$ cat src/hw/rtl/osplit_pkg.sv
// Shared types and constants of the octree point splitter.
// Register map codes, fixed field widths and octant bit positions.
// No dependencies.
package osplit_pkg;

  localparam int DATA_W     = 64;
  localparam int ADDR_W     = 6;
  localparam int REG_IDX_W  = 3;
  localparam int SIZE_W     = 31;
  localparam int INTERVAL_W = 40;
  localparam int NUM_OCT    = 8;
  localparam int OCT_W      = 3;

  localparam int OCT_X_BIT  = 2;
  localparam int OCT_Y_BIT  = 1;
  localparam int OCT_Z_BIT  = 0;

  typedef enum logic [REG_IDX_W-1:0] {
    REG_CENTRE_X    = 3'd0,
    REG_CENTRE_Y    = 3'd1,
    REG_CENTRE_Z    = 3'd2,
    REG_NODE_SIZE   = 3'd3,
    REG_SAMP_PERIOD = 3'd4
  } reg_idx_t;

endpackage

$ cat src/hw/rtl/octree_point_splitter.sv
// Results are registered: an accepted point's result enters the result register (skid if held).
// Throughput: one point per cycle while the skid register is empty; counter, phase and total
// update as the point is accepted, and the octant counter read-modify-write sets that rate.
// A two-entry output stage (result register plus skid register) keeps in_ready registered.
// Reset (rst, synchronous, active high) clears counters, phase, total, output valids and
// restores the configuration registers to their defaults (sampling period 1, others 0).
module octree_point_splitter
  import osplit_pkg::*;
#(
  parameter int COORD_WIDTH = 32,
  parameter int COUNT_WIDTH = 40
) (
  input  logic                          clk,
  input  logic                          rst,
  // configuration port
  input  logic                          psel,
  input  logic                          penable,
  input  logic                          pwrite,
  input  logic [ADDR_W-1:0]             paddr,
  input  logic [DATA_W-1:0]             pwdata,
  output logic [DATA_W-1:0]             prdata,
  output logic                          pready,
  // point input channel
  input  logic                          in_valid,
  output logic                          in_ready,
  input  logic signed [COORD_WIDTH-1:0] point_x,
  input  logic signed [COORD_WIDTH-1:0] point_y,
  input  logic signed [COORD_WIDTH-1:0] point_z,
  input  logic                          start_node,
  // result channel
  output logic                          out_valid,
  input  logic                          out_ready,
  output logic [OCT_W-1:0]              octant,
  output logic                          sampled,
  output logic [COUNT_WIDTH-1:0]        octant_count,
  output logic [COUNT_WIDTH-1:0]        sampled_total,
  output logic signed [COORD_WIDTH-1:0] child_centre_x,
  output logic signed [COORD_WIDTH-1:0] child_centre_y,
  output logic signed [COORD_WIDTH-1:0] child_centre_z
);

  // Width of the child centre sum: room for the coordinate or the half size, plus sign
  // and carry.
  localparam int HALF_W = SIZE_W - 1;
  localparam int SUM_W  = ((COORD_WIDTH > HALF_W) ? COORD_WIDTH : HALF_W) + 2;

  localparam logic signed [SUM_W-1:0] COORD_MAX =
    {{(SUM_W-COORD_WIDTH+1){1'b0}}, {(COORD_WIDTH-1){1'b1}}};
  localparam logic signed [SUM_W-1:0] COORD_MIN = ~COORD_MAX;

  typedef struct packed {
    logic [OCT_W-1:0]              octant;
    logic                          sampled;
    logic [COUNT_WIDTH-1:0]        octant_count;
    logic [COUNT_WIDTH-1:0]        sampled_total;
    logic signed [COORD_WIDTH-1:0] child_x;
    logic signed [COORD_WIDTH-1:0] child_y;
    logic signed [COORD_WIDTH-1:0] child_z;
  } res_t;

  // ---------------------------------------------------------------------------
  // Configuration registers
  // ---------------------------------------------------------------------------
  logic signed [COORD_WIDTH-1:0] centre_x;
  logic signed [COORD_WIDTH-1:0] centre_y;
  logic signed [COORD_WIDTH-1:0] centre_z;
  logic [SIZE_W-1:0]             node_size;
  logic [INTERVAL_W-1:0]         samp_period;

  logic     cfg_we;
  reg_idx_t cfg_idx;

  assign pready  = 1'b1;
  assign cfg_we  = psel && penable && pwrite && pready;
  assign cfg_idx = reg_idx_t'(paddr[ADDR_W-1:ADDR_W-REG_IDX_W]);

  always_ff @(posedge clk) begin
    if (rst) begin
      centre_x    <= '0;
      centre_y    <= '0;
      centre_z    <= '0;
      node_size   <= '0;
      samp_period <= INTERVAL_W'(1);
    end else if (cfg_we) begin
      // Indexes past the register list fall through and are dropped.
      case (cfg_idx)
        REG_CENTRE_X:    centre_x    <= pwdata[COORD_WIDTH-1:0];
        REG_CENTRE_Y:    centre_y    <= pwdata[COORD_WIDTH-1:0];
        REG_CENTRE_Z:    centre_z    <= pwdata[COORD_WIDTH-1:0];
        REG_NODE_SIZE:   node_size   <= pwdata[SIZE_W-1:0];
        REG_SAMP_PERIOD: samp_period <= pwdata[INTERVAL_W-1:0];
        default: ;
      endcase
    end
  end

  // Read back: centres sign-extended, the rest zero-extended.
  always_comb begin
    case (cfg_idx)
      REG_CENTRE_X:    prdata = DATA_W'(centre_x);
      REG_CENTRE_Y:    prdata = DATA_W'(centre_y);
      REG_CENTRE_Z:    prdata = DATA_W'(centre_z);
      REG_NODE_SIZE:   prdata = DATA_W'(node_size);
      REG_SAMP_PERIOD: prdata = DATA_W'(samp_period);
      default:         prdata = '0;
    endcase
  end

  // ---------------------------------------------------------------------------
  // Running state
  // ---------------------------------------------------------------------------
  logic [COUNT_WIDTH-1:0] octant_counts [NUM_OCT];
  logic [INTERVAL_W-1:0]  sample_phase;
  logic [COUNT_WIDTH-1:0] sampled_count;

  logic                   in_accept;
  logic [OCT_W-1:0]       oct;
  logic [COUNT_WIDTH-1:0] cnt_cur;
  logic [COUNT_WIDTH-1:0] cnt_next;
  logic [INTERVAL_W-1:0]  phase_cur;
  logic [INTERVAL_W:0]    phase_inc;
  logic [INTERVAL_W-1:0]  interval_eff;
  logic [INTERVAL_W-1:0]  sample_phase_next;
  logic [COUNT_WIDTH-1:0] total_cur;
  logic [COUNT_WIDTH-1:0] sampled_count_next;
  logic                   smp;
  logic [HALF_W-1:0]      half;
  res_t                   res;

  assign in_accept = in_valid && in_ready;

  // Strict compare per axis: a point on the centre plane goes below.
  assign oct[OCT_X_BIT] = point_x > centre_x;
  assign oct[OCT_Y_BIT] = point_y > centre_y;
  assign oct[OCT_Z_BIT] = point_z > centre_z;

  // A start flag clears the counters, sample phase and sampled total ahead of this point.
  always_comb begin
    cnt_cur   = start_node ? '0 : octant_counts[oct];
    phase_cur = start_node ? '0 : sample_phase;
    total_cur = start_node ? '0 : sampled_count;
  end

  assign cnt_next     = (&cnt_cur) ? cnt_cur : cnt_cur + COUNT_WIDTH'(1);
  assign smp          = (phase_cur == '0);
  assign sampled_count_next =
    (!smp || (&total_cur)) ? total_cur : total_cur + COUNT_WIDTH'(1);
  assign interval_eff = (samp_period == '0) ? INTERVAL_W'(1) : samp_period;
  assign phase_inc    = {1'b0, phase_cur} + (INTERVAL_W+1)'(1);
  // Wrap as soon as the advanced phase reaches the interval in force now.
  assign sample_phase_next =
    (phase_inc >= {1'b0, interval_eff}) ? '0 : phase_inc[INTERVAL_W-1:0];

  assign half = node_size[SIZE_W-1:1];

  function automatic logic signed [COORD_WIDTH-1:0] child_coord(
    input logic signed [COORD_WIDTH-1:0] c,
    input logic                          above,
    input logic [HALF_W-1:0]             h
  );
    logic signed [SUM_W-1:0] c_ext;
    logic signed [SUM_W-1:0] h_ext;
    logic signed [SUM_W-1:0] sum;
    c_ext = SUM_W'(c);
    h_ext = signed'({{(SUM_W-HALF_W){1'b0}}, h});
    sum   = above ? c_ext + h_ext : c_ext - h_ext;
    if (sum > COORD_MAX) begin
      return COORD_MAX[COORD_WIDTH-1:0];
    end else if (sum < COORD_MIN) begin
      return COORD_MIN[COORD_WIDTH-1:0];
    end
    return sum[COORD_WIDTH-1:0];
  endfunction

  always_comb begin
    res.octant        = oct;
    res.sampled       = smp;
    res.octant_count  = cnt_next;
    res.sampled_total = sampled_count_next;
    res.child_x       = child_coord(centre_x, oct[OCT_X_BIT], half);
    res.child_y       = child_coord(centre_y, oct[OCT_Y_BIT], half);
    res.child_z       = child_coord(centre_z, oct[OCT_Z_BIT], half);
  end

  // Commit state on accept; the start flag clears the other octants too.
  always_ff @(posedge clk) begin
    if (rst) begin
      for (int i = 0; i < NUM_OCT; i++) begin
        octant_counts[i] <= '0;
      end
      sample_phase  <= '0;
      sampled_count <= '0;
    end else if (in_accept) begin
      for (int i = 0; i < NUM_OCT; i++) begin
        if (OCT_W'(i) == oct) begin
          octant_counts[i] <= cnt_next;
        end else if (start_node) begin
          octant_counts[i] <= '0;
        end
      end
      sample_phase  <= sample_phase_next;
      sampled_count <= sampled_count_next;
    end
  end

  // ---------------------------------------------------------------------------
  // Output stage: result register backed by a skid register
  // ---------------------------------------------------------------------------
  logic out_valid_r;
  logic skid_valid;
  res_t out_res;
  res_t skid_res;
  logic out_pop;

  assign in_ready = !skid_valid;
  assign out_pop  = out_valid_r && out_ready;

  always_ff @(posedge clk) begin
    if (rst) begin
      out_valid_r <= 1'b0;
      skid_valid  <= 1'b0;
    end else if (out_pop) begin
      if (skid_valid) begin
        // Advance the waiting item; no new item is taken while the skid is full.
        out_res    <= skid_res;
        skid_valid <= 1'b0;
      end else if (in_accept) begin
        out_res <= res;
      end else begin
        out_valid_r <= 1'b0;
      end
    end else if (in_accept) begin
      if (out_valid_r) begin
        // Result register is held; park the new item.
        skid_res   <= res;
        skid_valid <= 1'b1;
      end else begin
        out_res     <= res;
        out_valid_r <= 1'b1;
      end
    end
  end

  assign out_valid      = out_valid_r;
  assign octant         = out_res.octant;
  assign sampled        = out_res.sampled;
  assign octant_count   = out_res.octant_count;
  assign sampled_total  = out_res.sampled_total;
  assign child_centre_x = out_res.child_x;
  assign child_centre_y = out_res.child_y;
  assign child_centre_z = out_res.child_z;

  // ---------------------------------------------------------------------------
  // Assertions
  // ---------------------------------------------------------------------------
  a_skid_behind_out: assert property (@(posedge clk) disable iff (rst)
    skid_valid |-> out_valid_r)
    else $error("skid register holds an item while the result register is empty");

  a_sampled_total: assert property (@(posedge clk) disable iff (rst)
    (out_valid_r && out_res.sampled) |-> (out_res.sampled_total != '0))
    else $error("sampled result carries a zero sampled total");

  a_count_nonzero: assert property (@(posedge clk) disable iff (rst)
    in_accept |=> (out_valid_r && ((skid_valid ? skid_res.octant_count
                                               : out_res.octant_count) != '0)))
    else $error("accepted item did not land with a nonzero octant count");

endmodule
$ cat config.mk
export PLATFORM = sky130hd
export DESIGN_NAME = octree_point_splitter
export DESIGN_NICKNAME = d
export VERILOG_FILES = /design/src/hw/rtl/osplit_pkg.sv /design/src/hw/rtl/octree_point_splitter.sv
export SDC_FILE = /design/constraint.sdc
export NUM_CORES = 2
export LEC_CHECK = 0
export ABC_AREA = 1
export BUFFER_PORTS_ARGS = -buffer_cell sky130_fd_sc_hd__buf_2
export CELL_PAD_IN_SITES_DETAIL_PLACEMENT = 1
export CELL_PAD_IN_SITES_GLOBAL_PLACEMENT = 1
export CORE_MARGIN = 1.5
export CORE_UTILIZATION = 41
export CTS_CLUSTER_SIZE = 24
export DETAILED_ROUTE_END_ITERATION = 6
export PLACE_DENSITY = 0.77
export SYNTH_ARGS = -nofsm -noshare
export SYNTH_HDL_FRONTEND = slang
export SYNTH_SLANG_ARGS = --single-unit
$ cat constraint.sdc
create_clock -name clk -period 15.36 [get_ports clk]
set_input_delay 1.536 -clock clk [delete_from_list [all_inputs] [get_ports clk]]
set_output_delay 1.536 -clock clk [all_outputs]
set_load 0.005 [all_outputs]
* Word level (Yosys, flattened, before mapping)
Memories as Yosys holds them, arrays and structs flattened. Cells that the tools add are included.
Cells by class: add/sub/neg operators 9, $mul 0, divide/modulo/power cells 0, order comparisons 10, eq/ne operators 14, shift operators 0, multiplexer cells 118, bitwise logic cells 18, reductions and logical operators 25
Operators by type and width (count):
- $mux 40 | 23
- $mux 180 | 5
- $pmux 64 s5 | 1
- $mux 32 | 9
- $gt 34x32->1 const B | 3
- $lt 34x32->1 const B | 3
- $mux 34 | 3
- $add 32x31->33 | 3
- $sub 32x31->33 | 3
- $gt 32x32->1 | 3
- $add 40x1->40 const B | 2
- $logic_not 40->1 | 2
- $reduce_and 40->1 | 2
- $mux 1 | 77
- $add 40x1->41 const B | 1
- $ge 41x40->1 | 1
- $or 1x1->1 | 16
- $eq 3x3->1 const A | 4
- $reduce_and 2->1 | 6
- $reduce_and 4->1 | 2
- $eq 2x3->1 const A | 2
- $eq 3x2->1 const B | 2
- $logic_not 3->1 | 2
- $logic_and 1x1->1 | 4
- other kinds (11) | 15
Storage, ports and cells: register bits after elaboration 609, bits in latches 0, bits in writable memories 320, ROM bits 0, bits of input ports 174, output and inout bits 247, logic and storage cells 218, memories 1
Memory list:
- octant_counts | words 8, bits a word 40, rd ports 1, clocked after Yosys merged registers in 0, wr ports 8, RTL line octree_point_splitter.sv:112 | logic [COUNT_WIDTH-1:0] octant_counts [NUM_OCT];

* Depth between registers and ports, before layout
depth in word-level cells 9, gate-level depth with buffers 45, depth with buffers taken out 41

* Least setup slack after synthesis
OpenSTA, ideal clock, no wires.
path kind in2reg, start point in rst, end point reg out_res, in the netlist child_centre_x[0] (enable), setup time 0.940 ns, arrival 14.203 ns, data required time 14.420 ns, slack 0.217 ns, stages 5, buffers on the path 2, cell sequence clkbuf_1 > clkbuf_1 > a21oi_1 > inv_1 > nor3_1
Between the ends: longest elaborated chain between the ends 2
RTL lines:
- start, declared | RTL line octree_point_splitter.sv:14 | input logic rst,
- $not 1->1 (no source line)
- $reduce_and 4->1 (no source line)
- end signal, assigned | RTL line octree_point_splitter.sv:225 | out_res <= skid_res;
- end signal, assigned | RTL line octree_point_splitter.sv:228 | out_res <= res;
- end signal, assigned | RTL line octree_point_splitter.sv:238 | out_res <= res;
- end, declared | RTL line octree_point_splitter.sv:211 | res_t out_res;
Every way passes these cells. A chain may end at the register's enable or synchronous reset.

==> impl_metrics.csv <==
group,metric,value,unit
logic_synthesis,yosysUniqueCellTypes,62,
clock_network,clock-sinks,929,
sta,min_period,8.64,ns
global_route,grt_max_degree,130,
floorplanning,die_h,368,um
clock_network,cts_hold_buf,0,
global_route,antenna_found_initial,7,
logic_synthesis,syn_nets,7390,
critical_path,slowest_delay,0.98,ns
route,viasPerCell,5.42,
sta,slew_headroom,17.2,%
logic_synthesis,yosysSeqAreaShare,46.4,%
clock_network,cts_buffers,106,
critical_path,cp.required,15.84,ns
sta,finalSetupViolations,0,
final_layout,layout-drive-gt1-share,10.0,%
logic_synthesis,ys_warn_count,0,
clock_network,cts.path.max_buffers,3,
floorplanning,initial_core_util,41.5,%
critical_path,crit_top_cell,"nand2_1",
route,wl_per_cell,22.5,um
logic_synthesis,ys.flop_type,"edfxtp_1",
clock_network,h-tree-depth,3,
sta,setup-tns-final,0,ns
place,portBuffers,392,
critical_path,critPathMaxFanout,54,
logic_synthesis,synth.top_cell.area_share,37.3,%
logic_synthesis,async_reset_ff_share,0,%
floorplanning,core-area,132000,um^2
global_route,grt_pass1_wl,305000,um
floorplanning,rows,133,
sta,fmax,116,MHz
route,drtIter0Drc,3856,
logic_synthesis,synth_most_common_cell,"nand2_1",
logic_synthesis,synth_cells,6976,
clock_network,cts_setup_buffers,0,
route,vias,49100,
logic_synthesis,netlist_area,54700,um^2
logic_synthesis,ys_seq_elements,929,
critical_path,arrival,9.12,ns
floorplanning,ioPinCount,421,
status,status,"completed",
place,finalWeightedCongestion,0.947,
logic_synthesis,netlist_top_cells_count,"1923 x nand2_1, 1057 x inv_1, 680 x edfxtp_1, 660 x nor2_1, 498 x o21ai_0",
sta,maxSlewViolCount,0,
route,detail-route-antenna-nets,0,
sta,worst_pin_slew,1.24,ns
logic_synthesis,yosysTopAreaCell,"edfxtp_1",
clock_network,cts.repair.resized,0,
critical_path,cp_slowest_cell,"nand3_4",
critical_path,startpoint_type,"input pin",
route,firstDrtPassIters,6,
sta,min_period_over_period,56.3,%
power,power.density,117,nW/um^2
global_route,grt_pass1_vias,50100,
sta,skew,0.0595,ns
critical_path,crit_type,"input pin to register",
critical_path,end_kind,"register",
global_route,track_usage,29.6,%
logic_synthesis,synth.area.top_cells,"edfxtp_1 37%, nand2_1 13%, dfxtp_1 9.1%",
place,place_inst,8861,
final_layout,fin_cells,9057,
global_route,overflow,0,
power,power.leakage,28.4,nW
clock_network,clk_latency,0.77,ns
power,fin_total_pwr,7.17,mW
place,detailed_place_hpwl,147000,um
final_layout,nets,7628,
route,drc_errors,0,
flow_run,maxCapViolations,0,
sta,timing.final.ws_setup,6.72,ns
clock_network,cts.clk_slew.worst_paths,0.06,ns
place,post-place-ws,6.08,ns
final_layout,area_growth,12.3,%
floorplanning,die_x,368,um
clock_network,root_buffer,"clkbuf_16",
floorplanning,die-area,136000,um^2
sta,rsz0062_at_grt,"no",
logic_synthesis,synth-edff-count,680,
clock_network,tritoncts,"done",
logic_synthesis,avgSynthCellArea,7.84,um^2
route,routed_wl,204000,um
worst_hold_path,hold_class,"register to register",
power,ir_worst_vdd,92.9,uV
sta,hold_viol_final,0,
-- cells by family after synthesis --
| kind of cell | count (synthesis) | synth area share [%] |
|---|---|---|
| adder cells (fa/ha/maj) | 240 | 5.53 |
| flip-flops | 929 | 46.4 |
| XOR/XNOR | 203 | 3.25 |
| buffers and inverters | 1410 | 10.3 |
| multiplexers | 26 | 0.476 |
| AND/OR/NAND/NOR | 3084 | 23.5 |
| other | 1 | 0.00685 |
| AO/OA/AOI/OAI | 1083 | 10.4 |
-- final timing paths --
check	from	endpoint	slack [ns]	depth (start not counted)
worst max register to register	centre_x[30]	child_centre_x[14]	7.11	29
worst max-delay path	point_z[31]	child_centre_z[22]	6.72	29
worst min register to register	sample_phase[14]	sample_phase[14]	0.47	2
worst min-delay path	sample_phase[14]	sample_phase[14]	0.47	2
-- critical path: cells and delay by family --
family	cells	cell delay (ns)
AOI/OAI and AO/OA	12	3.22
adders and majority gates	2	0.87
buffers and inverters	2	0.51
and+or+nand+nor	13	2.93
-- state kept, by name, summed over array words and instances (netlist names) --
register        cells
centre_z           32
samp_period        40
octant_counts     320
skid_valid          1
sampled             1
octant              3
sampled_total      40
sample_phase       40
node_size          31
child_centre_y     32
centre_y           32
out_valid           1
skid_res          180
centre_x           32
octant_count       40
sampled_count      40
child_centre_x     32
child_centre_z     32
-- layout make-up --
type / count / area [um^2]
fillers: 16200 / 70500
well taps: 1755 / 2200
repair buffers: 458 / 2470
diodes: 3 / 7.51
inverters: 1082 / 4080
multi-input cells: 4637 / 23800
clock buffers: 130 / 2800
flip-flops and latches: 929 / 25400
clock inverters: 63 / 693
-- placed cells by master, fill, tap and decap left out, types with 73 or more instances in the layout --
| master | count |
|---|---|
| nand4_1 | 132 |
| dfxtp_1 | 249 |
| ha_1 | 237 |
| edfxtp_1 | 680 |
| nand3_1 | 186 |
| xnor2_1 | 73 |
| nor2_1 | 657 |
| inv_1 | 1053 |
| nand2_1 | 1915 |
| buf_2 | 391 |
| clkbuf_16 | 106 |
| a21oi_1 | 444 |
| xor2_1 | 130 |
| o21ai_0 | 495 |
-- per-stage QoR --
| stage | util [%] | area, um^2 | hold slack (ns) |
|---|---|---|---|
| after CTS | 46.6 | 61500 | 0.468 |
| final | 46.6 | 61500 | 0.467 |
| after global placement | 43.9 | 58000 | 0.453 |
| after detailed placement | 43.9 | 58000 | 0.458 |
| after global routing | 46.6 | 61500 | 0.481 |
| after floorplan | - | 54700 | 0.445 |
-- report_power, final --
group / internal, mW / switching, mW / total, mW
Sequential: 2.94 / 0.0556 / 3.00
Clock: 1.47 / 1.13 / 2.60
Combinational: 0.434 / 1.14 / 1.58
-- per-layer routing --
layer	vias to the layer above	wire length [um]	track usage [%]
met5	-	17	0
met4	2	9360	13.6
met3	390	11000	3.46
met2	1455	99000	50.5
met1	24200	84300	37.4
li1	23000	-	-
Power figures use the tool's default switching activity.
